## config.mk

```make
export PLATFORM = sky130hd
export DESIGN_NAME = ic_cell
export DESIGN_NICKNAME = d
export VERILOG_FILES = /design/src/hw/rtl/inversion_counter_core_defines.svh /design/src/hw/rtl/ic_pkg.sv /design/src/hw/rtl/ic_cell.sv
export SDC_FILE = /design/constraint.sdc
export NUM_CORES = 1
export LEC_CHECK = 0
export BUFFER_PORTS_ARGS = -buffer_cell sky130_fd_sc_hd__buf_2
export CORE_MARGIN = 2
export CORE_UTILIZATION = 40
export DETAILED_ROUTE_END_ITERATION = 8
export GPL_TIMING_DRIVEN = 0
export PLACE_DENSITY = 0.67
export SYNTH_ARGS = -nofsm -noshare
export SYNTH_HDL_FRONTEND = slang
export SYNTH_SLANG_ARGS = --single-unit
```

## constraint.sdc

```tcl
create_clock -name i_clk -period 2.6 [get_ports i_clk]
set_clock_uncertainty 0.15 [all_clocks]
set_input_delay 0.13 -clock i_clk [delete_from_list [all_inputs] [get_ports i_clk]]
set_output_delay 0.13 -clock i_clk [all_outputs]
set_load 0.05 [all_outputs]
```

## src/hw/rtl/inversion_counter_core_defines.svh

```systemverilog
// Assertion macros shared by the inversion counter RTL.
// Included by files that carry concurrent checks; no other dependencies.
`ifndef INVERSION_COUNTER_CORE_DEFINES_SVH
`define INVERSION_COUNTER_CORE_DEFINES_SVH
`ifndef SYNTHESIS
// Checked only outside reset.
`define IC_ASSERT(label, expr) \
    label: assert property (@(posedge i_clk) disable iff (!i_rst_n) (expr)) \
        else $error("inversion counter check failed");
// Checked at every edge, reset included.
`define IC_ASSERT_ALWAYS(label, expr) \
    label: assert property (@(posedge i_clk) (expr)) \
        else $error("inversion counter check failed");
`else
`define IC_ASSERT(label, expr)
`define IC_ASSERT_ALWAYS(label, expr)
`endif
`endif

```

## src/hw/rtl/ic_pkg.sv

```systemverilog
// Package for the inversion counter: field widths, limits and the token control struct.
// No dependencies.
package ic_pkg;

    localparam int unsigned MAX_ITEMS_DEF = 1024;
    localparam int unsigned VALUE_W       = 32;
    localparam int unsigned COUNT_W       = 19;
    localparam logic [COUNT_W-1:0] COUNT_MAX = {COUNT_W{1'b1}};

    // Control part of a token travelling down the cell chain.
    typedef struct packed {
        logic valid;
        logic last;
        logic drop;
    } t_tok_ctl;

endpackage

```

## src/hw/rtl/ic_cell.sv

```systemverilog
// One cell of the inversion counter chain: holds one stored element and passes tokens on.
// Depends on ic_pkg.
module ic_cell #(
    parameter int unsigned INDEX  = 0,
    parameter int unsigned SLOT_W = 11,
    parameter int unsigned CNT_W  = 10
) (
    input  logic                          i_clk,
    input  logic                          i_rst_n,
    input  logic                          i_en,
    input  ic_pkg::t_tok_ctl              i_ctl,
    input  logic signed [ic_pkg::VALUE_W-1:0] i_value,
    input  logic [SLOT_W-1:0]             i_slot,
    input  logic [CNT_W-1:0]              i_count,
    output ic_pkg::t_tok_ctl              o_ctl,
    output logic signed [ic_pkg::VALUE_W-1:0] o_value,
    output logic [SLOT_W-1:0]             o_slot,
    output logic [CNT_W-1:0]              o_count
);
    import ic_pkg::*;

    localparam logic [SLOT_W-1:0] IDX = SLOT_W'(INDEX);

    t_tok_ctl                   r_ctl;
    logic signed [VALUE_W-1:0]  r_value;
    logic signed [VALUE_W-1:0]  r_elem;
    logic [SLOT_W-1:0]          r_slot;
    logic [CNT_W-1:0]           r_count;
    logic                       w_hit;
    logic                       w_store;

    // The stored element belongs to the token's sequence only if it sits before the token's slot.
    assign w_hit   = i_ctl.valid && !i_ctl.drop && (IDX < i_slot) && (r_elem > i_value);
    assign w_store = i_ctl.valid && !i_ctl.drop && (i_slot == IDX);

    always_ff @(posedge i_clk) begin
        if (!i_rst_n) begin
            r_ctl <= '0;
        end else if (i_en) begin
            r_ctl <= i_ctl;
        end
    end

    always_ff @(posedge i_clk) begin
        if (i_en) begin
            r_value <= i_value;
            r_slot  <= i_slot;
            r_count <= w_hit ? CNT_W'(i_count + 1'b1) : i_count;
            if (w_store) begin
                r_elem <= i_value;
            end
        end
    end

    assign o_ctl   = r_ctl;
    assign o_value = r_value;
    assign o_slot  = r_slot;
    assign o_count = r_count;

endmodule

```

==> results.cfg, run 1 <==
[power_and_ir_drop]
seq_power_share = 0.506
vdd.ir_drop.worst_mv = 0.358
p_int_w = 0.00236
power.switching_w = 0.000890
power-per-cell-area_nw_per_um2 = 585
power.share.switching = 0.274
power_frac_clock = 0.310
power.leakage_nw = 2.34
p_comb_frac = 0.184

[critical_path]
path_max_fanout = 5
critical_path.startpoint_type = flop
worst_ep_arrival_time_ns = 2.74
critical_path_class = flop to flop
worstSetupEndpointType = flop
worstPathRequired_ns = 2.56
worst-r2r-cell-count = 9

[layout]
num-nets-final = 530
finalNonFillerCells = 554
final_layout_size_suffix_gt1_frac = 0.361
most-common-layout-cells = sky130_fd_sc_hd__buf_2 (114), sky130_fd_sc_hd__edfxtp_1 (85), sky130_fd_sc_hd__dlygate4sd3_1 (57), sky130_fd_sc_hd__inv_1 (33), sky130_fd_sc_hd__ha_1 (25)
antenna_cells = 0
most_frequent_standard_cell_in_the_layout_excluding_fill_and_tap_cells = sky130_fd_sc_hd__buf_2
final_cell_area_um2 = 5550
sequential_cell_area_um2 = 2610
final.fill_count = 744
multi_input_comb_area_um2 = 1210
areaGrowthSynthToFinish_pct = 47.8

[yosys]
synth_nets = 339
synth-compound-area-share = 0.0443
synth_seq_cells = 88
synthXorXnorAreaFrac = 0.0210
syn-cell-area_um2 = 3760
synth.avg_cell_area_um2 = 15.2
synthesis.yosys.warnings = 0
ys_seq_area_frac = 0.696
synth_cell_types = 33
post_synthesis_mux_area_share = 0.0110
synth_fa_ha_area_frac = 0.110
dominant_combinational_cell_family_by_area_after_synthesis = adder cells
synthSimpleGateAreaFrac = 0.0823
netlist_instances = 247

[sta]
max_freq_mhz = 360
timing.final.crit_period_ns = 2.78
post-route-worst-setup-slack_ns = -0.182
finalHoldViolCount = 0
timing.max_slew.rel_slack = 0.116
setup-violations-final = 10
timing.final.crit_share = 1.07
worst-slew-pin-transition_ns = 1.33
final-max-slew-violation-count = 0
rsz0062_at_grt = yes

[detailed_routing]
vias_per_instance = 4.83
initialDrtViolationCount = 117
route.detailed.drc = 0
antenna_violating_nets_post_route = 0
routedWlPerCell_um = 14.9
dr_total_vias = 2677
total_routed_length_um = 8240
drt_pass1_iterations = 4

[cts]
root_buffer = sky130_fd_sc_hd__clkbuf_8
tritoncts = done
cts_made_buffers = 9
cts_max_level = 3
cts_buffer_depth = 2
path_clk_slew_ns = 0.09
clock_insertion_delay_worst_skew_ns = 0.36
cts.sink_count = 88

[die]
start_util = 0.408
dieWidth_um = 101
die_height_um = 101
num_rows = 35
design.portCount = 115
core-area_um2 = 9200
die_area_um2 = 10200

[outcome]
status = finished, violations left
failed_checks = setup timing

[grt]
grt_max_degree = 58
overall_global_routing_usage = 0.160
grt.overflow.total = 0
grt_antenna_before_repair = 0
grt_pass1_wl_um = 12400
first_global_vias = 2662

[min_path]
min-delay-path-class = primary input to flop
worst_hold_path.num_cells = 2

[place]
routability_cong = 0.780
port_buffers = 114
place.detailed.instances = 472
place.detailed.hpwl_um = 4940
placed_area_um2 = 4510
dpl_worst_slack_ns = -0.284

[run]
max_cap_violations = 0
## power by group through the flow
stage	Combinational (W)	Sequential, W	Clock (W)
after floorplan	0.0000820	0.00193	0
after global placement	0.000487	0.00168	0
after detailed placement	0.000493	0.00168	0
after CTS	0.000572	0.00165	0.00103
after global routing	0.000635	0.00165	0.00109
final	0.000598	0.00164	0.00101
## stage by stage
step | util | hold WS [ns] | power [W] | setup TNS, ns
2_1_floorplan | - | 0.0789 | 0.00201 | -0.0236
3_3_place_gp | 0.490 | 0.174 | 0.00216 | -19.92
3_5_place_dp | 0.490 | 0.181 | 0.00217 | -7.47
4_1_cts | 0.584 | -0.167 | 0.00325 | -1.49
5_1_grt | 0.604 | 0.352 | 0.00338 | -2.05
6_report | 0.604 | 0.353 | 0.00325 | -1.24
## sequential cells by signal (all words and copies together) (netlist names)
register and flops:
o_ctl 3, o_count 10, o_value 32, r_elem 32, o_slot 11
## what timing repair did
| action | CTS | global route |
|---|---|---|
| cloned | 1 | 1 |
| pin swaps | 10 | 16 |
| setup buffers | 5 | 2 |
| resized for setup | 6 | 17 |
| endpoints found under the setup margin | 10 | 10 |
| hold buffers | 56 | 1 |
| endpoints found under the hold margin | 88 | 2 |
## cell type report
| type | instances | share of cell area |
|---|---|---|
| Clock inverter | 7 | 0.0156 |
| Sequential cell | 88 | 0.471 |
| Buffer | 1 | 0.00203 |
| Timing Repair Buffer | 180 | 0.223 |
| Tap cell | 111 | 0.0250 |
| Inverter | 33 | 0.0223 |
| Clock buffer | 9 | 0.0223 |
| Multi-Input combinational cell | 125 | 0.219 |
## worst max-delay path, stage by stage (launching register included)
cell	delay (ns)
sky130_fd_sc_hd__edfxtp_1	0.42
sky130_fd_sc_hd__ha_4	0.24
sky130_fd_sc_hd__nor2b_4	0.12
sky130_fd_sc_hd__o211ai_1	0.29
sky130_fd_sc_hd__a2111oi_4	0.12
sky130_fd_sc_hd__o31a_1	0.34
sky130_fd_sc_hd__o31a_1	0.30
sky130_fd_sc_hd__buf_6	0.16
sky130_fd_sc_hd__nor2_4	0.10
sky130_fd_sc_hd__mux2_4	0.31
## synth_stat cells
| library cell | instances | area [um2] |
|---|---|---|
| sky130_fd_sc_hd__and3_1 | 1 | 6.26 |
| sky130_fd_sc_hd__dfxtp_1 | 3 | 60.1 |
| sky130_fd_sc_hd__o211ai_1 | 2 | 15.0 |
| sky130_fd_sc_hd__nor2b_1 | 4 | 25.0 |
| sky130_fd_sc_hd__nor3_2 | 1 | 10.0 |
| sky130_fd_sc_hd__a211o_1 | 1 | 8.76 |
| sky130_fd_sc_hd__nor4_2 | 3 | 37.5 |
| sky130_fd_sc_hd__nand3_1 | 6 | 30.0 |
| sky130_fd_sc_hd__nand4_1 | 10 | 62.6 |
| sky130_fd_sc_hd__buf_6 | 1 | 11.3 |
| sky130_fd_sc_hd__mux2i_1 | 3 | 30.0 |
| sky130_fd_sc_hd__a221o_1 | 1 | 10.0 |
| sky130_fd_sc_hd__a21oi_1 | 12 | 60.1 |
| sky130_fd_sc_hd__a211oi_1 | 1 | 7.51 |
| sky130_fd_sc_hd__inv_1 | 33 | 124 |
| sky130_fd_sc_hd__ha_1 | 33 | 413 |
| sky130_fd_sc_hd__nor2_1 | 6 | 22.5 |
| sky130_fd_sc_hd__edfxtp_1 | 85 | 2550 |
| sky130_fd_sc_hd__a21o_1 | 1 | 7.51 |
| sky130_fd_sc_hd__a2111oi_0 | 1 | 8.76 |
| sky130_fd_sc_hd__nand2_1 | 8 | 30.0 |
| sky130_fd_sc_hd__a21oi_2 | 1 | 8.76 |
| sky130_fd_sc_hd__a22oi_1 | 1 | 7.51 |
| sky130_fd_sc_hd__nor4_1 | 4 | 25.0 |
| sky130_fd_sc_hd__nor3b_1 | 1 | 7.51 |
| sky130_fd_sc_hd__and4b_1 | 1 | 10.0 |
| sky130_fd_sc_hd__mux2_1 | 1 | 11.3 |
| sky130_fd_sc_hd__nor3_1 | 6 | 30.0 |
| sky130_fd_sc_hd__xor2_1 | 9 | 78.8 |
| sky130_fd_sc_hd__nand2b_1 | 1 | 6.26 |
| sky130_fd_sc_hd__o31a_1 | 2 | 17.5 |
| sky130_fd_sc_hd__o21ai_0 | 3 | 15.0 |
| sky130_fd_sc_hd__or2_2 | 1 | 6.26 |
## final timing paths
| path | start | endpoint | slack [ns] |
|---|---|---|---|
| hold / removal | i_slot[6] | o_slot[6] | 0.35 |
| setup / recovery | r_elem[1] | o_count[1] | -0.18 |
| setup reg to reg | r_elem[1] | o_count[1] | -0.18 |
| hold reg to reg | o_ctl[2] | o_ctl[2] | 0.38 |
## kinds of logic after synthesis
kind of cell             after synthesis
AND/OR/NAND/NOR                       53
buffers and inverters                 34
XOR/XNOR                               9
adder cells (fa/ha/maj)               33
flip-flops                            88
multiplexers                           4
AO/OA/AOI/OAI                         26
## metal layers
metal / global-route usage / wire length, um
met5: 0 / 0
met4: 0.0551 / 88
met3: 0.0534 / 558
met2: 0.257 / 3810
met1: 0.204 / 3790
Note: power is estimated with default switching activity, not from simulation.
==> run 2: changes to the inputs <==
MAX_ROUTING_LAYER = met4   (was default)
==> run 2 against run 1 <==
The run still ends with setup timing left. Non-clock buffer count unchanged. Maximum frequency down 0.15%. First-iteration DRC count up 8.5%. Critical path type unchanged. Largest cell class unchanged.
==> results.cfg, run 2 (synthesized netlist as in run 1, its figures left out) <==
[detailed_routing]
vias_per_instance = 4.88
route.detailed.drc = 0
drt_pass1_iterations = 4
dr_total_vias = 2701
initialDrtViolationCount = 127
routedWlPerCell_um = 14.9
total_routed_length_um = 8250
antenna_violating_nets_post_route = 0

[cts]
cts_buffer_depth = 2
clock_insertion_delay_worst_skew_ns = 0.35
tritoncts = done
cts.sink_count = 88
path_clk_slew_ns = 0.09
cts_max_level = 3
root_buffer = sky130_fd_sc_hd__clkbuf_8
cts_made_buffers = 9

[power_and_ir_drop]
power_frac_clock = 0.308
seq_power_share = 0.507
vdd.ir_drop.worst_mv = 0.359
power.leakage_nw = 2.34
power.switching_w = 0.000883
power-per-cell-area_nw_per_um2 = 584
power.share.switching = 0.272
p_int_w = 0.00236
report.power.total_w = 0.00324
p_comb_frac = 0.184

[sta]
holdWs_ns = 0.365
timing.max_slew.rel_slack = 0.107
timing.final.crit_period_ns = 2.79
rsz0062_at_grt = yes
final-max-slew-violation-count = 0
finalHoldViolCount = 0
max_freq_mhz = 359
setup-violations-final = 10
post-route-worst-setup-slack_ns = -0.186
worst-slew-pin-transition_ns = 1.34
timing.final.crit_share = 1.07

[layout]
most_frequent_standard_cell_in_the_layout_excluding_fill_and_tap_cells = sky130_fd_sc_hd__buf_2
areaGrowthSynthToFinish_pct = 47.8
antenna_cells = 0
most-common-layout-cells = sky130_fd_sc_hd__buf_2 (114), sky130_fd_sc_hd__edfxtp_1 (85), sky130_fd_sc_hd__dlygate4sd3_1 (57), sky130_fd_sc_hd__inv_1 (33), sky130_fd_sc_hd__ha_1 (25)
final.fill_count = 744
final_layout_size_suffix_gt1_frac = 0.361
multi_input_comb_area_um2 = 1210
num-nets-final = 530
final_core_utilization = 0.604
sequential_cell_area_um2 = 2610

[grt]
grt_antenna_before_repair = 0
grt_max_degree = 58
overall_global_routing_usage = 0.164
grt.overflow.total = 0
grt_pass1_wl_um = 12400
first_global_vias = 2663

[critical_path]
worst-r2r-cell-count = 10
critical_path_class = flop to flop
critical_path.startpoint_type = flop
path_max_fanout = 5
slowest_delay_ns = 0.43
r2r_end = o_count[1]
setup.worst_path.start = r_elem[1]
worstPathCellList = ha_4 > nor2b_4 > o211ai_1 > a2111oi_4 > o31a_1 > buf_4 > nor3_4 > buf_12 > nor2_4 > mux2_4
worst-path-buf-inv = 2
worstSetupEndpointType = flop
worst_setup_path_end = o_count[1]
cpLargestDelayFamily = compound AO/OA/AOI/OAI gates
worst_ep_arrival_time_ns = 2.73
r2r_start = r_elem[1]
setup.reg_to_reg.worst_slack_ns = -0.19
crit_cells = 10
slowest_stage = sky130_fd_sc_hd__edfxtp_1
worstPathRequired_ns = 2.55

[place]
place.detailed.hpwl_um = 4940
routability_cong = 0.790
port_buffers = 114

[die]
core-area_um2 = 9200
start_util = 0.408
die_height_um = 101
design.portCount = 115
dieWidth_um = 101
num_rows = 35
die_area_um2 = 10200

[outcome]
failed_checks = setup timing
status = finished, violations left

[min_path]
hold_path_startpoint = i_slot[6]
min-delay-path-class = primary input to flop

[run]
max_cap_violations = 0
run 2: cell counts in the layout (fill, tap and decap cells not counted):
No cell type changed its count.
run 2: repair_timing:
action                                  CTS  global route
gates cloned                              1             1
setup buffers                             5             2
hold endpoints to repair                 88             2
pin swaps                                10            16
hold buffers                             56             1
gates resized for setup                   6            17
endpoints found under the setup margin   10            10
run 2: final cells by class:
class / instances / share of cell area
plain buffers: 1 / 0.00203
well taps: 111 / 0.0250
multi-input cells: 125 / 0.219
repair buffers: 180 / 0.223
flip-flops and latches: 88 / 0.471
inverters: 33 / 0.0223
clock inverters: 7 / 0.0156
clock buffers: 9 / 0.0223
run 2: worst min path at each step:
| stage | cells after the start | end | slack [ns] |
|---|---|---|---|
| floorplan | 0 | o_slot[0] | 0.08 |
| global placement | 1 | o_slot[3] | 0.17 |
| detailed placement | 1 | o_slot[7] | 0.18 |
| CTS | 1 | r_elem[10] | -0.17 |
| global route | 2 | o_slot[4] | 0.36 |
| finish | 2 | o_slot[6] | 0.37 |
run 2: stage by stage:
stage / cells / cell area [um2] / TNS, ns / setup slack [ns]
CTS: 550 / 5370 / -1.49 / -0.191
detailed placement: 472 / 4510 / -7.47 / -0.284
global route: 554 / 5550 / -2.06 / -0.248
floorplan: 247 / 3790 / -0.0236 / -0.0236
finish: 554 / 5550 / -1.27 / -0.186
global placement: 472 / 4500 / -19.92 / -0.593
run 2: routing by layer:
metal	track usage	vias to the layer above	part of all wire
met4	0.0613	0	0.013
met1	0.206	1273	0.46
met5	-	-	0
met3	0.0402	10	0.060
li1	-	1316	-
met2	0.259	102	0.47
run 2: power by group through the flow:
stage          Clock, W  Combinational (W)  Sequential (W)
2_1_floorplan         0          0.0000820         0.00193
3_3_place_gp          0           0.000487         0.00168
3_5_place_dp          0           0.000493         0.00168
4_1_cts         0.00103           0.000572         0.00165
5_1_grt         0.00109           0.000635         0.00165
6_report       0.000999           0.000598         0.00164
