**src/hw/rtl/inversion_counter_core_defines.svh**
```systemverilog
// Assertion macros shared by the inversion counter RTL.
// Included by files that carry concurrent checks; no other dependencies.
`ifndef INVERSION_COUNTER_CORE_DEFINES_SVH
`define INVERSION_COUNTER_CORE_DEFINES_SVH
`ifndef SYNTHESIS
// Checked only outside reset.
`define IC_ASSERT(label, expr) \
    label: assert property (@(posedge i_clk) disable iff (!i_rst_n) (expr)) \
        else $error("inversion counter check failed");
// Checked at every edge, reset included.
`define IC_ASSERT_ALWAYS(label, expr) \
    label: assert property (@(posedge i_clk) (expr)) \
        else $error("inversion counter check failed");
`else
`define IC_ASSERT(label, expr)
`define IC_ASSERT_ALWAYS(label, expr)
`endif
`endif

```
**src/hw/rtl/ic_pkg.sv**
```systemverilog
// Package for the inversion counter: field widths, limits and the token control struct.
// No dependencies.
package ic_pkg;

    localparam int unsigned MAX_ITEMS_DEF = 1024;
    localparam int unsigned VALUE_W       = 32;
    localparam int unsigned COUNT_W       = 19;
    localparam logic [COUNT_W-1:0] COUNT_MAX = {COUNT_W{1'b1}};

    // Control part of a token travelling down the cell chain.
    typedef struct packed {
        logic valid;
        logic last;
        logic drop;
    } t_tok_ctl;

endpackage

```
**src/hw/rtl/ic_accum.sv**
```systemverilog
// Running total at the tail of the chain and the result register.
// Depends on ic_pkg.
module ic_accum #(
    parameter int unsigned CNT_W = 10
) (
    input  logic                        i_clk,
    input  logic                        i_rst_n,
    input  logic                        i_en,
    input  ic_pkg::t_tok_ctl            i_ctl,
    input  logic [CNT_W-1:0]            i_count,
    input  logic                        i_out_stall,
    output logic                        o_out_valid,
    output logic [ic_pkg::COUNT_W-1:0]  o_inversion_count,
    output logic                        o_overflow
);
    import ic_pkg::*;

    localparam int unsigned SUM_W = ((CNT_W > COUNT_W) ? CNT_W : COUNT_W) + 1;

    logic [COUNT_W-1:0] r_total;
    logic               r_ovf;
    logic               r_out_valid;
    logic               n_out_valid;
    logic [COUNT_W-1:0] r_out_count;
    logic               r_out_ovf;
    logic [SUM_W-1:0]   w_sum;
    logic [COUNT_W-1:0] n_total;

    // Saturating add; a dropped token carries a zero count.
    assign w_sum   = SUM_W'(r_total) + SUM_W'(i_count);
    assign n_total = (w_sum > SUM_W'(COUNT_MAX)) ? COUNT_MAX : w_sum[COUNT_W-1:0];

    // A waiting result stays until it is taken; a last token arriving fills the register.
    always_comb begin
        n_out_valid = r_out_valid && i_out_stall;
        if (i_en && i_ctl.valid && i_ctl.last) begin
            n_out_valid = 1'b1;
        end
    end

    always_ff @(posedge i_clk) begin
        if (!i_rst_n) begin
            r_total     <= '0;
            r_ovf       <= 1'b0;
            r_out_valid <= 1'b0;
        end else begin
            r_out_valid <= n_out_valid;
            if (i_en && i_ctl.valid) begin
                if (i_ctl.last) begin
                    r_total <= '0;
                    r_ovf   <= 1'b0;
                end else begin
                    r_total <= n_total;
                    r_ovf   <= r_ovf | i_ctl.drop;
                end
            end
        end
    end

    always_ff @(posedge i_clk) begin
        if (i_en && i_ctl.valid && i_ctl.last) begin
            r_out_count <= n_total;
            r_out_ovf   <= r_ovf | i_ctl.drop;
        end
    end

    assign o_out_valid       = r_out_valid;
    assign o_inversion_count = r_out_count;
    assign o_overflow        = r_out_ovf;

endmodule

```
**config.mk**
```make
export PLATFORM = sky130hd
export DESIGN_NAME = ic_accum
export DESIGN_NICKNAME = d
export VERILOG_FILES = /design/src/hw/rtl/inversion_counter_core_defines.svh /design/src/hw/rtl/ic_pkg.sv /design/src/hw/rtl/ic_accum.sv
export SDC_FILE = /design/constraint.sdc
export NUM_CORES = 1
export LEC_CHECK = 0
export ABC_CLOCK_PERIOD_IN_PS = 3950
export BUFFER_PORTS_ARGS = -buffer_cell sky130_fd_sc_hd__buf_4
export CORE_MARGIN = 5
export CORE_UTILIZATION = 44
export DETAILED_ROUTE_END_ITERATION = 16
export PLACE_DENSITY = 0.69
export SKIP_LAST_GASP = 1
export SYNTH_ARGS = -nofsm -noshare
export SYNTH_HDL_FRONTEND = slang
export SYNTH_SLANG_ARGS = --single-unit
```
**constraint.sdc**
```tcl
create_clock -name i_clk -period 3.95 [get_ports i_clk]
set_input_delay 0.9875 -clock i_clk [delete_from_list [all_inputs] [get_ports i_clk]]
set_output_delay 0.9875 -clock i_clk [all_outputs]
set_load 0.02 [all_outputs]
```
==> flow_summary_export.csv, run 1 <==
group,metric,value,unit
critical_path,critPathRequiredTime,3940,ps
sta,tns,0,ps
finish,syn_to_final_growth,20.34,%
power_and_ir_drop,vdd.ir_drop.worst,0.2122,mV
critical_path,crit_chain,"buf_4, ha_1, inv_1, fa_1, nor2b_1, o31a_1, a31oi_1, a21oi_1, and3_1, o21ai_0",
critical_path,endpoint_kind,"register",
sta,setup_viol,0,
cts,post_cts_buffers,0,
cts,worstSkewPairLatency,290,ps
sta,slew-limit-headroom,0.3586,
finish,instances_no_fill,324,
drt,drc_errors,0,
drt,vias,1751,
drt,dr.pass1.iters,4,
place,hpwl,3367,µm
finish,final_area,0.002643,mm²
global_routing,antenna_found_initial,0,
cts,cts.path.max_buffers,2,
global_routing,grt_first_pass_wirelength,7845,µm
sta,max_freq,305.7,MHz
drt,postRouteWirelength,4731,µm
sta,hold_ws,474.4,ps
synth,netlist_area,0.002196,mm²
finish,nets,284,
synth,synth-edff-count,20,
cts,clkSinkCount,41,
cts,cts.repair.resized,0,
sta,min_period,3271,ps
cts,cts.hold.buffers_added,0,
global_routing,grt_start_max_net_pins,22,
drt,wire_per_inst,14.60,µm
synth,synth.distinct_cells,47,
synth,yosysWarnings,0,
cts,cts-root-buf,"clkbuf_8",
synth,syn_area_per_cell,10.12,µm²
finish,drive_gt1_frac,0.2179,
place,postPlaceCellArea,0.002536,mm²
power_and_ir_drop,powerDensity,341.4,mW/mm²
floorplan,dieArea,0.006504,mm²
power_and_ir_drop,p_leak,1.083,nW
floorplan,die_w,80.65,µm
sta,finalHoldViolCount,0,
global_routing,gr-usage-all-layers,0.1590,
place,numPortBuffers,37,
sta,slew_violations,0,
drt,ant_nets,0,
global_routing,grt_pass1_vias,1600,
critical_path,crit_type,"input port to register",
place,place_inst,316,
sta,fin_crit_sh,0.8281,
synth,yosysSeqAreaShare,0.4650,
cts,htreeDepth,2,
worst_hold_path,worstHoldPathType,"register to register",
floorplan,io_pins,38,
finish,fillers,449,
finish,n_antenna_cell,0,
critical_path,cp_max_fo,11,
floorplan,core,0.004786,mm²
cts,cts_tree,"yes",
critical_path,crit_family,"compound AO/OA/AOI/OAI gates",
critical_path,cp-start-kind,"input port",
sta,grt_setup_unrepaired,"false",
synth,synth_fp_nets,245,
floorplan,die_h,80.65,µm
critical_path,cp.arrival,3270,ps
drt,drt_iter0_drc,124,
drt,vias_per_cell,5.404,
flow_run,drv_cap,0,
global_routing,grt_overflow,0,
synth,async_reset_ff_frac,0,
critical_path,critPathBufInv,2,
place,place.gp.congestion,0.8633,
sta,max_slew.worst_pin.slew,962.2,ps
synth,syn_inst,217,
finish,utilization,0.5522,
sta,finClkSkew,3.902,ps
synth,synth_ff_type,"dfxtp_1",
synth,yosys_register_bits,41,
run_status,outcome,"complete, no violations",
floorplan,initial_core_util,0.4588,
critical_path,crit_path_top_delay_cell,"a21oi_1",
cts,clkTransAtPathRegs,80,ps
floorplan,row_count,25,
critical_path,max_stage_delay,600,ps
cts,cts_buffers,5,
-- where the power goes --
part / internal, mW / switching, mW / total [mW]
Sequential: 0.459 / 0.00448 / 0.463
Clock: 0.187 / 0.142 / 0.329
Combinational: 0.0487 / 0.0611 / 0.110
-- flip-flops by register name, summed over array words and instances, names as in the netlist --
name,count
o_inversion_count,19
r_total,19
o_out_valid,1
o_overflow,1
r_ovf,1
-- area by class of cell --
class                   count  area, µm²  area share
clock buffers               6      72.57     0.02746
clock inverters             2      33.78     0.01278
inverters                   6      22.52    0.008523
multi-input cells         163       1116      0.4223
flip-flops and latches     41       1021      0.3864
well taps                  67      83.83     0.03172
repair buffers             39      292.8      0.1108
-- stage by stage --
step / power (mW) / worst slack (ps)
detailed placement: 0.5824 / 402.5
CTS: 0.9086 / 697.1
floorplan: 0.5422 / 1016
global placement: 0.5805 / 466.3
finish: 0.9021 / 679.1
global route: 0.9382 / 522.3
-- metal layers --
layer	part of all wire	track usage	wire length (µm)	vias up
li1	-	-	-	887
met1	0.52	0.2306	2460	818
met2	0.42	0.2227	1980	40
met3	0.044	0.03700	210	6
met4	0.017	0.06926	79	0
met5	0	0	0	-
-- path summary, 6_finish.rpt --
kind                    from                     to  slack (ps)  depth (start not counted)
setup / recovery  i_count[0]  o_inversion_count[16]         680                         10
hold / removal         r_ovf                  r_ovf         470                          2
setup reg to reg  r_total[0]  o_inversion_count[16]        1100                          9
hold reg to reg        r_ovf                  r_ovf         470                          2
-- layout by cell type (no fill, tap or decap), types with 3 or more instances in the layout --
cell | netlist | final
nor3_1 | 6 | 6
edfxtp_1 | 20 | 20
nand2_1 | 17 | 17
clkbuf_8 | 0 | 5
a21o_1 | 8 | 8
ha_1 | 10 | 10
and2_1 | 3 | 3
a211oi_1 | 7 | 7
a21oi_1 | 12 | 12
and3_1 | 9 | 9
nor2_1 | 16 | 16
a22o_1 | 9 | 9
or2_2 | 4 | 4
a31oi_1 | 7 | 7
dfxtp_1 | 21 | 21
o21ai_0 | 10 | 10
o21a_1 | 4 | 4
nand2b_1 | 3 | 3
and4_1 | 3 | 3
inv_1 | 6 | 6
buf_4 | 0 | 39
xor2_1 | 5 | 5
-- synth_stat cells, drive strengths merged (2+ instances only) --
library cell	instances	area [µm²]
o21a	4	30.03
dfxtp	21	420.4
a21oi	12	60.06
nor3	7	40.04
inv	6	22.52
xor2	5	43.79
buf	3	21.27
a211oi	8	72.57
and4	4	37.54
and3	10	67.56
a31oi	7	43.79
nor2	16	60.06
xnor2	2	17.52
or2	4	25.02
or3	2	12.51
and2	6	40.04
ha	10	125.1
a21o	8	60.06
nand3	2	10.01
nor2b	2	12.51
edfxtp	20	600.6
nand2	17	63.81
a22o	9	78.83
mux2i	2	20.02
o21ai	10	50.05
nand2b	3	18.77
clkbuf	4	15.01
-- cell families (layout without fill, tap and decap cells) --
| group | Yosys count | in the layout | share of synthesized area |
|---|---|---|---|
| AO/OA/AOI/OAI | 64 | 64 | 0.2023 |
| AND/OR/NAND/NOR | 78 | 78 | 0.1977 |
| adder cells (fa/ha/maj) | 11 | 11 | 0.06610 |
| XOR/XNOR | 7 | 7 | 0.02792 |
| flip-flops | 41 | 41 | 0.4650 |
| multiplexers | 3 | 3 | 0.01425 |
| buffers and inverters | 13 | 53 | 0.02678 |
-- worst min-delay path, stage by stage (launching register included) --
cell	delay [ps]
dfxtp_1	330
a21oi_1	40
nor2_1	70
Note: power is estimated with default switching activity, not from simulation.
==> inputs of run 2 (changes only) <==
--- a/config.mk
+++ b/config.mk
@@ -5,7 +5,8 @@
 export SDC_FILE = /design/constraint.sdc
 export NUM_CORES = 1
 export LEC_CHECK = 0
-export ABC_CLOCK_PERIOD_IN_PS = 3950
+export ABC_AREA = 1
+export ABC_CLOCK_PERIOD_IN_PS = 3100
 export BUFFER_PORTS_ARGS = -buffer_cell sky130_fd_sc_hd__buf_4
 export CORE_MARGIN = 5
 export CORE_UTILIZATION = 44
==> constraint.sdc (replaced) <==
create_clock -name i_clk -period 3.1 [get_ports i_clk]
set_input_delay 0.775 -clock i_clk [delete_from_list [all_inputs] [get_ports i_clk]]
set_output_delay 0.775 -clock i_clk [all_outputs]
set_load 0.02 [all_outputs]
==> run 2 against run 1 <==
Net effect: first-iteration DRC count fell by 45%; wire length rose by 4.0%; die area rose by 7.1%; largest power group unchanged; register-to-register slack got worse by 90 ps; critical path depth rose by 2; sequential share of layout area fell by 2.9 points; largest cell class unchanged; combinational power rose by 41%.
==> flow_summary_export.csv, run 2 <==
group,metric,value,unit
critical_path,max_stage_delay,340,ps
sta,slew_violations,0,
global_routing,gr-usage-all-layers,0.1459,
sta,tns,0,ps
place,place_inst,394,
global_routing,grt_first_pass_wirelength,8424,µm
finish,nets,359,
global_routing,grt_pass1_vias,1817,
power_and_ir_drop,p_total,1.269,mW
synth,yosysWarnings,0,
worst_hold_path,hold_start,"o_out_valid",
critical_path,crit_chain,"buf_4, ha_1, nand2_1, inv_1, a21oi_1, nand2_2, nand2_2, nand2_4, nand2_4, o21ai_0, nand2_1, a21oi_1",
floorplan,core,0.005172,mm²
floorplan,row_count,26,
drt,dr.pass1.iters,4,
finish,final_common_cell,"nand2_1",
critical_path,critPathRequiredTime,3240,ps
synth,async_reset_ff_frac,0,
synth,synth_xor_area_frac,0.02950,
sta,max_slew.worst_pin.slew,881.1,ps
synth,synthMuxAreaShare,0,
synth,yosysSeqAreaShare,0.4299,
power_and_ir_drop,p_clk_frac,0.412,
critical_path,r2r_cells,11,
cts,post_cts_buffers,0,
drt,wire_per_inst,12.24,µm
synth,synth_ff_type,"dfxtp_1",
worst_hold_path,worstHoldPathType,"register to register",
power_and_ir_drop,vdd.ir_drop.worst,0.1918,mV
finish,drive_gt1_frac,0.2470,
drt,ant_nets,0,
place,postPlaceCellArea,0.002718,mm²
critical_path,regToRegSetupSlack,1010,ps
place,numPortBuffers,37,
finish,instances_no_fill,402,
synth,yosys.area_share.simple,0.3193,
worst_hold_path,min_path_cells,2,
cts,cts_buffers,5,
cts,cts_tree,"yes",
place,hpwl,3503,µm
synth,synth_fp_nets,319,
floorplan,io_pins,38,
synth,netlist_top_cells_count,"97 x nand2_1, 34 x inv_1, 21 x dfxtp_1",
sta,finClkSkew,8.472,ps
critical_path,r2r_start,"r_total[5]",
sta,fin_crit_sh,0.7643,
sta,hold_ws,467.8,ps
sta,min_period,2369,ps
synth,netlist_area,0.002375,mm²
global_routing,grt_start_max_net_pins,22,
run_status,outcome,"complete, no violations",
cts,clkTransAtPathRegs,90,ps
drt,drt_iter0_drc,68,
cts,cts.path.max_buffers,2,
power_and_ir_drop,p_int,972.3,µW
finish,final_cell_mix,"97 x nand2_1, 40 x buf_4, 34 x inv_1",
power_and_ir_drop,pwr-share-comb,0.123,
cts,cts.repair.resized,0,
floorplan,die_h,83.47,µm
sta,grt_setup_unrepaired,"false",
critical_path,reg2reg_to,"r_total[2]",
flow_run,drv_cap,0,
worst_hold_path,hold_end,"o_out_valid",
cts,clkSinkCount,41,
floorplan,initial_core_util,0.4591,
synth,netlist.top_cell.by_area,"edfxtp_1",
synth,yosysMostFrequentCell,"nand2_1",
critical_path,crit_type,"input port to register",
critical_path,cp.depth,12,
sta,setup_viol,0,
sta,max_freq,422.1,MHz
drt,postRouteWirelength,4921,µm
power_and_ir_drop,pwr-share-seq,0.465,
sta,finalHoldViolCount,0,
synth,synth_compound_area_frac,0.08325,
critical_path,cp_max_fo,18,
drt,drc_errors,0,
finish,final_area,0.002855,mm²
floorplan,dieArea,0.006966,mm²
finish,n_antenna_cell,0,
synth,syn_area_per_cell,8.161,µm²
place,place.gp.congestion,0.8445,
critical_path,crit_family,"simple AND/OR/NAND/NOR gates",
cts,worstSkewPairLatency,300,ps
critical_path,crit_path_top_delay_cell,"ha_1",
critical_path,cp.arrival,2510,ps
synth,syn_inst,291,
cts,cts-root-buf,"clkbuf_8",
synth,synthAdderAreaFrac,0.06112,
global_routing,grt_overflow,0,
critical_path,cp-start-kind,"input port",
power_and_ir_drop,p_leak,1.284,nW
synth,synth_top_family_by_area,"simple AND/OR/NAND/NOR gates",
cts,cts.hold.buffers_added,0,
power_and_ir_drop,powerDensity,444.3,mW/mm²
power_and_ir_drop,p_sw,296.4,µW
floorplan,die_w,83.47,µm
synth,synth-edff-count,20,
critical_path,endpoint_kind,"register",
drt,vias,1932,
synth,synth.distinct_cells,29,
synth,yosys.area.top_type_share,0.2529,
synth,yosys_register_bits,41,
critical_path,critPathBufInv,2,
power_and_ir_drop,swShare,0.2336,
cts,htreeDepth,2,
synth,synth_area_leaders,"edfxtp_1 25%, dfxtp_1 18%, nand2_1 15%",
global_routing,antenna_found_initial,0,
finish,syn_to_final_growth,20.23,%
sta,slew-limit-headroom,0.4119,
drt,vias_per_cell,4.806,
-- run 2: cell count changes in the layout (fill, tap and decap cells not counted), moves of 7 or more --
cell | before | now
nand3_1 | 2 | 17
inv_1 | 6 | 34
nand2_4 | 0 | 12
a21o_1 | 8 | 1
a31oi_1 | 7 | 0
o21ai_0 | 10 | 2
nand2_1 | 17 | 97
a22o_1 | 9 | 0
a211oi_1 | 7 | 0
and3_1 | 9 | 1
a21oi_2 | 0 | 10
-- run 2: metal layers --
metal	GRT usage	part of all wire	up-vias
met5	0	0	-
met4	0.03947	0.010	0
met3	0.03455	0.059	4
met2	0.2362	0.46	52
met1	0.1955	0.48	864
li1	-	-	1012
-- run 2: power by group through the flow --
stage                     combinational [mW]  clock [mW]  sequential (mW)
after floorplan                       0.0925           0            0.614
after global placement                 0.154           0            0.602
after detailed placement               0.156           0            0.602
after CTS                              0.157       0.533            0.590
after global routing                   0.172       0.566            0.592
final                                  0.155       0.523            0.590
-- run 2: cell type report --
type / count / area, µm²
clock buffers: 5 / 68.82
fillers: 474 / 2317
multi-input cells: 207 / 1174
inverters: 36 / 135.1
flip-flops and latches: 41 / 1021
well taps: 70 / 87.58
repair buffers: 40 / 300.3
clock inverters: 3 / 68.82
-- run 2: through the flow --
stage	util	setup WS, ps
after floorplan	-	877.6
after global placement	0.5254	509.5
after detailed placement	0.5254	432.3
after CTS	0.5520	737.5
after global routing	0.5520	565.4
final	0.5520	730.6
-- run 2: logic make-up after synthesis --
kind of cell	count (synthesis)
and+or+nand+nor	157
AOI/OAI and AO/OA	31
adders and majority gates	11
xor gates and xnor gates	8
DFF	41
buffers and inverters	43
-- run 2: worst max path at each step --
stage / startpoint / end
floorplan: i_en / r_ovf
global placement: i_count[5] / r_total[2]
detailed placement: i_count[5] / r_total[2]
CTS: i_count[5] / r_total[2]
global route: i_count[4] / r_total[2]
finish: i_count[5] / r_total[2]
-- run 2: worst register-to-register path, stage by stage, from the launching register on --
cell     delay [ps]
dfxtp_1         320
ha_1            330
nand2_1         130
inv_1            50
a21oi_1         160
nand2_2         110
nand2_2         100
nand2_4          60
nand2_4         310
o21ai_0         220
nand2_1         100
a21oi_1          60
==> inputs of run 3 (changes only) <==
--- a/config.mk
+++ b/config.mk
@@ -5,13 +5,13 @@
 export SDC_FILE = /design/constraint.sdc
 export NUM_CORES = 1
 export LEC_CHECK = 0
-export ABC_AREA = 1
-export ABC_CLOCK_PERIOD_IN_PS = 3100
+export ABC_AREA = 0
+export ABC_CLOCK_PERIOD_IN_PS = 2100
 export BUFFER_PORTS_ARGS = -buffer_cell sky130_fd_sc_hd__buf_4
 export CORE_MARGIN = 5
 export CORE_UTILIZATION = 44
 export DETAILED_ROUTE_END_ITERATION = 16
-export PLACE_DENSITY = 0.69
+export PLACE_DENSITY = 0.72
 export SKIP_LAST_GASP = 1
 export SYNTH_ARGS = -nofsm -noshare
 export SYNTH_HDL_FRONTEND = slang
==> constraint.sdc (replaced) <==
create_clock -name i_clk -period 2.1 [get_ports i_clk]
set_input_delay 0.525 -clock i_clk [delete_from_list [all_inputs] [get_ports i_clk]]
set_output_delay 0.525 -clock i_clk [all_outputs]
set_load 0.02 [all_outputs]
==> run 3 against run 2 <==
Net effect: the run now ends with negative setup slack left; final area is 12% higher; core utilization is 11 points higher; hold slack got worse by 9.2 ps; register-to-register slack worse by 1200 ps; total power is 41% higher; via count grew 0.62%; combinational power grew 77%; setup slack got worse by 880 ps; largest cell class unchanged.
==> flow_summary_export.csv, run 3 (same netlist as run 1, synthesis figures left out) <==
group,metric,value,unit
run_status,outcome,"finished, violations left",
run_status,violations,"negative setup slack",
cts,cts-root-buf,"clkbuf_8",
drt,ant_nets,0,
drt,vias,1944,
sta,slew_violations,0,
floorplan,initial_core_util,0.4588,
cts,cts.path.max_buffers,2,
place,place.gp.congestion,0.8880,
critical_path,endpoint_kind,"register",
cts,worstSkewPairLatency,300,ps
floorplan,core,0.004786,mm²
sta,min_period,2246,ps
place,hpwl,3930,µm
finish,seq_area,0.001026,mm²
flow_run,drv_cap,0,
cts,cts_tree,"yes",
power_and_ir_drop,vdd.ir_drop.worst,0.3813,mV
global_routing,gr-usage-all-layers,0.1747,
drt,dr.pass1.iters,4,
drt,wl_met3,274,µm
place,numPortBuffers,37,
drt,met1_length,2651,µm
drt,vias_per_cell,5.341,
cts,cts_buffers,5,
drt,met2WireLength,2452,µm
sta,hold_ws,458.7,ps
worst_hold_path,worstHoldPathType,"input port to register",
cts,clkSinkCount,41,
drt,postRouteWirelength,5459,µm
cts,clkTransAtPathRegs,80,ps
global_routing,antenna_found_initial,0,
critical_path,cp-start-kind,"register",
finish,final_common_cell,"buf_4",
drt,drt_iter0_drc,103,
global_routing,grt_pass1_vias,1838,
sta,finClkSkew,13.04,ps
drt,drc_errors,0,
finish,final_cell_mix,"75 x buf_4, 20 x edfxtp_1, 17 x dfxtp_1",
place,place_inst,353,
critical_path,r2r_cells,10,
finish,instances_no_fill,364,
finish,syn_to_final_growth,45.13,%
floorplan,io_pins,38,
floorplan,dieArea,0.006504,mm²
finish,nets,324,
critical_path,critPathRequiredTime,2290,ps
drt,wire_per_inst,15.00,µm
finish,multi_input_area,0.001336,mm²
critical_path,crit_type,"register to register",
global_routing,grt_start_max_net_pins,15,
sta,finalHoldViolCount,0,
floorplan,die_w,80.65,µm
worst_hold_path,min_path_cells,2,
sta,worst_slack,-146.0,ps
power_and_ir_drop,powerDensity,560.2,mW/mm²
sta,max_freq,445.2,MHz
cts,cts.hold.buffers_added,0,
drt,top_layer,"met4",
sta,setup_viol,19,
power_and_ir_drop,p_leak,1.283,nW
global_routing,grt_overflow,0,
finish,n_antenna_cell,0,
finish,drive_gt1_frac,0.4478,
global_routing,grt_first_pass_wirelength,8707,µm
sta,slew-limit-headroom,0.6094,
critical_path,cp.arrival,2440,ps
sta,fin_crit_sh,1.070,
sta,max_slew.worst_pin.slew,583.7,ps
critical_path,cp_max_fo,3,
finish,fillers,407,
floorplan,die_h,80.65,µm
floorplan,row_count,25,
sta,grt_setup_unrepaired,"true",
cts,htreeDepth,2,
run 3: cell types whose count changed in the layout (fill, tap and decap cells not counted), sizes merged, moves of 14 or more:
cell   change
nand2     -96
buf       +39
inv       -31
nand3     -18
a21oi     -14
run 3: final timing paths:
kind	from	endpoint	slack (ps)
worst max-delay path	r_total[0]	r_total[6]	-150
worst min-delay path	i_rst_n	o_out_valid	460
worst max register to register	r_total[0]	r_total[6]	-150
worst min register to register	r_total[0]	r_total[0]	490
run 3: power by group:
group          internal [mW]  switching (mW)  leakage [nW]
Clock                  0.350           0.286        0.0518
Combinational          0.137           0.138         0.880
Sequential             0.864          0.0113         0.351
run 3: area by class of cell:
cell class | count | share of cell area
clock inverters | 3 | 0.01296
clock buffers | 5 | 0.02159
multi-input cells | 163 | 0.4193
repair buffers | 79 | 0.1908
flip-flops and latches | 41 | 0.3219
inverters | 6 | 0.007067
well taps | 67 | 0.02631
run 3: routing by layer:
metal  global-route usage  vias up
met5                    0        -
met4              0.06588        0
met3              0.02691        8
met2               0.2682       51
met1               0.2463      916
li1                     -      969
run 3: timing repair:
action | CTS | global route
gates cloned | 0 | 0
resized for setup | 8 | 16
pin swaps | 6 | 10
setup endpoints to repair | 32 | 35
buffers inserted | 2 | 1
run 3: stage by stage:
stage          total power, mW  setup WS (ps)  cell area, µm²  utilization  TNS (ps)
2_1_floorplan            1.042         -202.3            2352            -     -3052
3_3_place_gp             1.147         -468.8            2960       0.6186    -11700
3_5_place_dp             1.154         -505.6            2960       0.6186    -12920
4_1_cts                  1.791         -105.0            3104       0.6486    -599.7
5_1_grt                  1.855         -242.1            3187       0.6659     -4234
6_report                 1.785         -146.0            3187       0.6659     -1162
run 3: worst max-delay path: stages, from the launching register on:
cell	delay (ps)
dfxtp_2	340
ha_4	170
inv_2	50
fa_2	200
nor2b_2	50
o31a_1	310
buf_4	170
o21a_1	180
or3_1	310
a21o_1	170
a22o_1	200
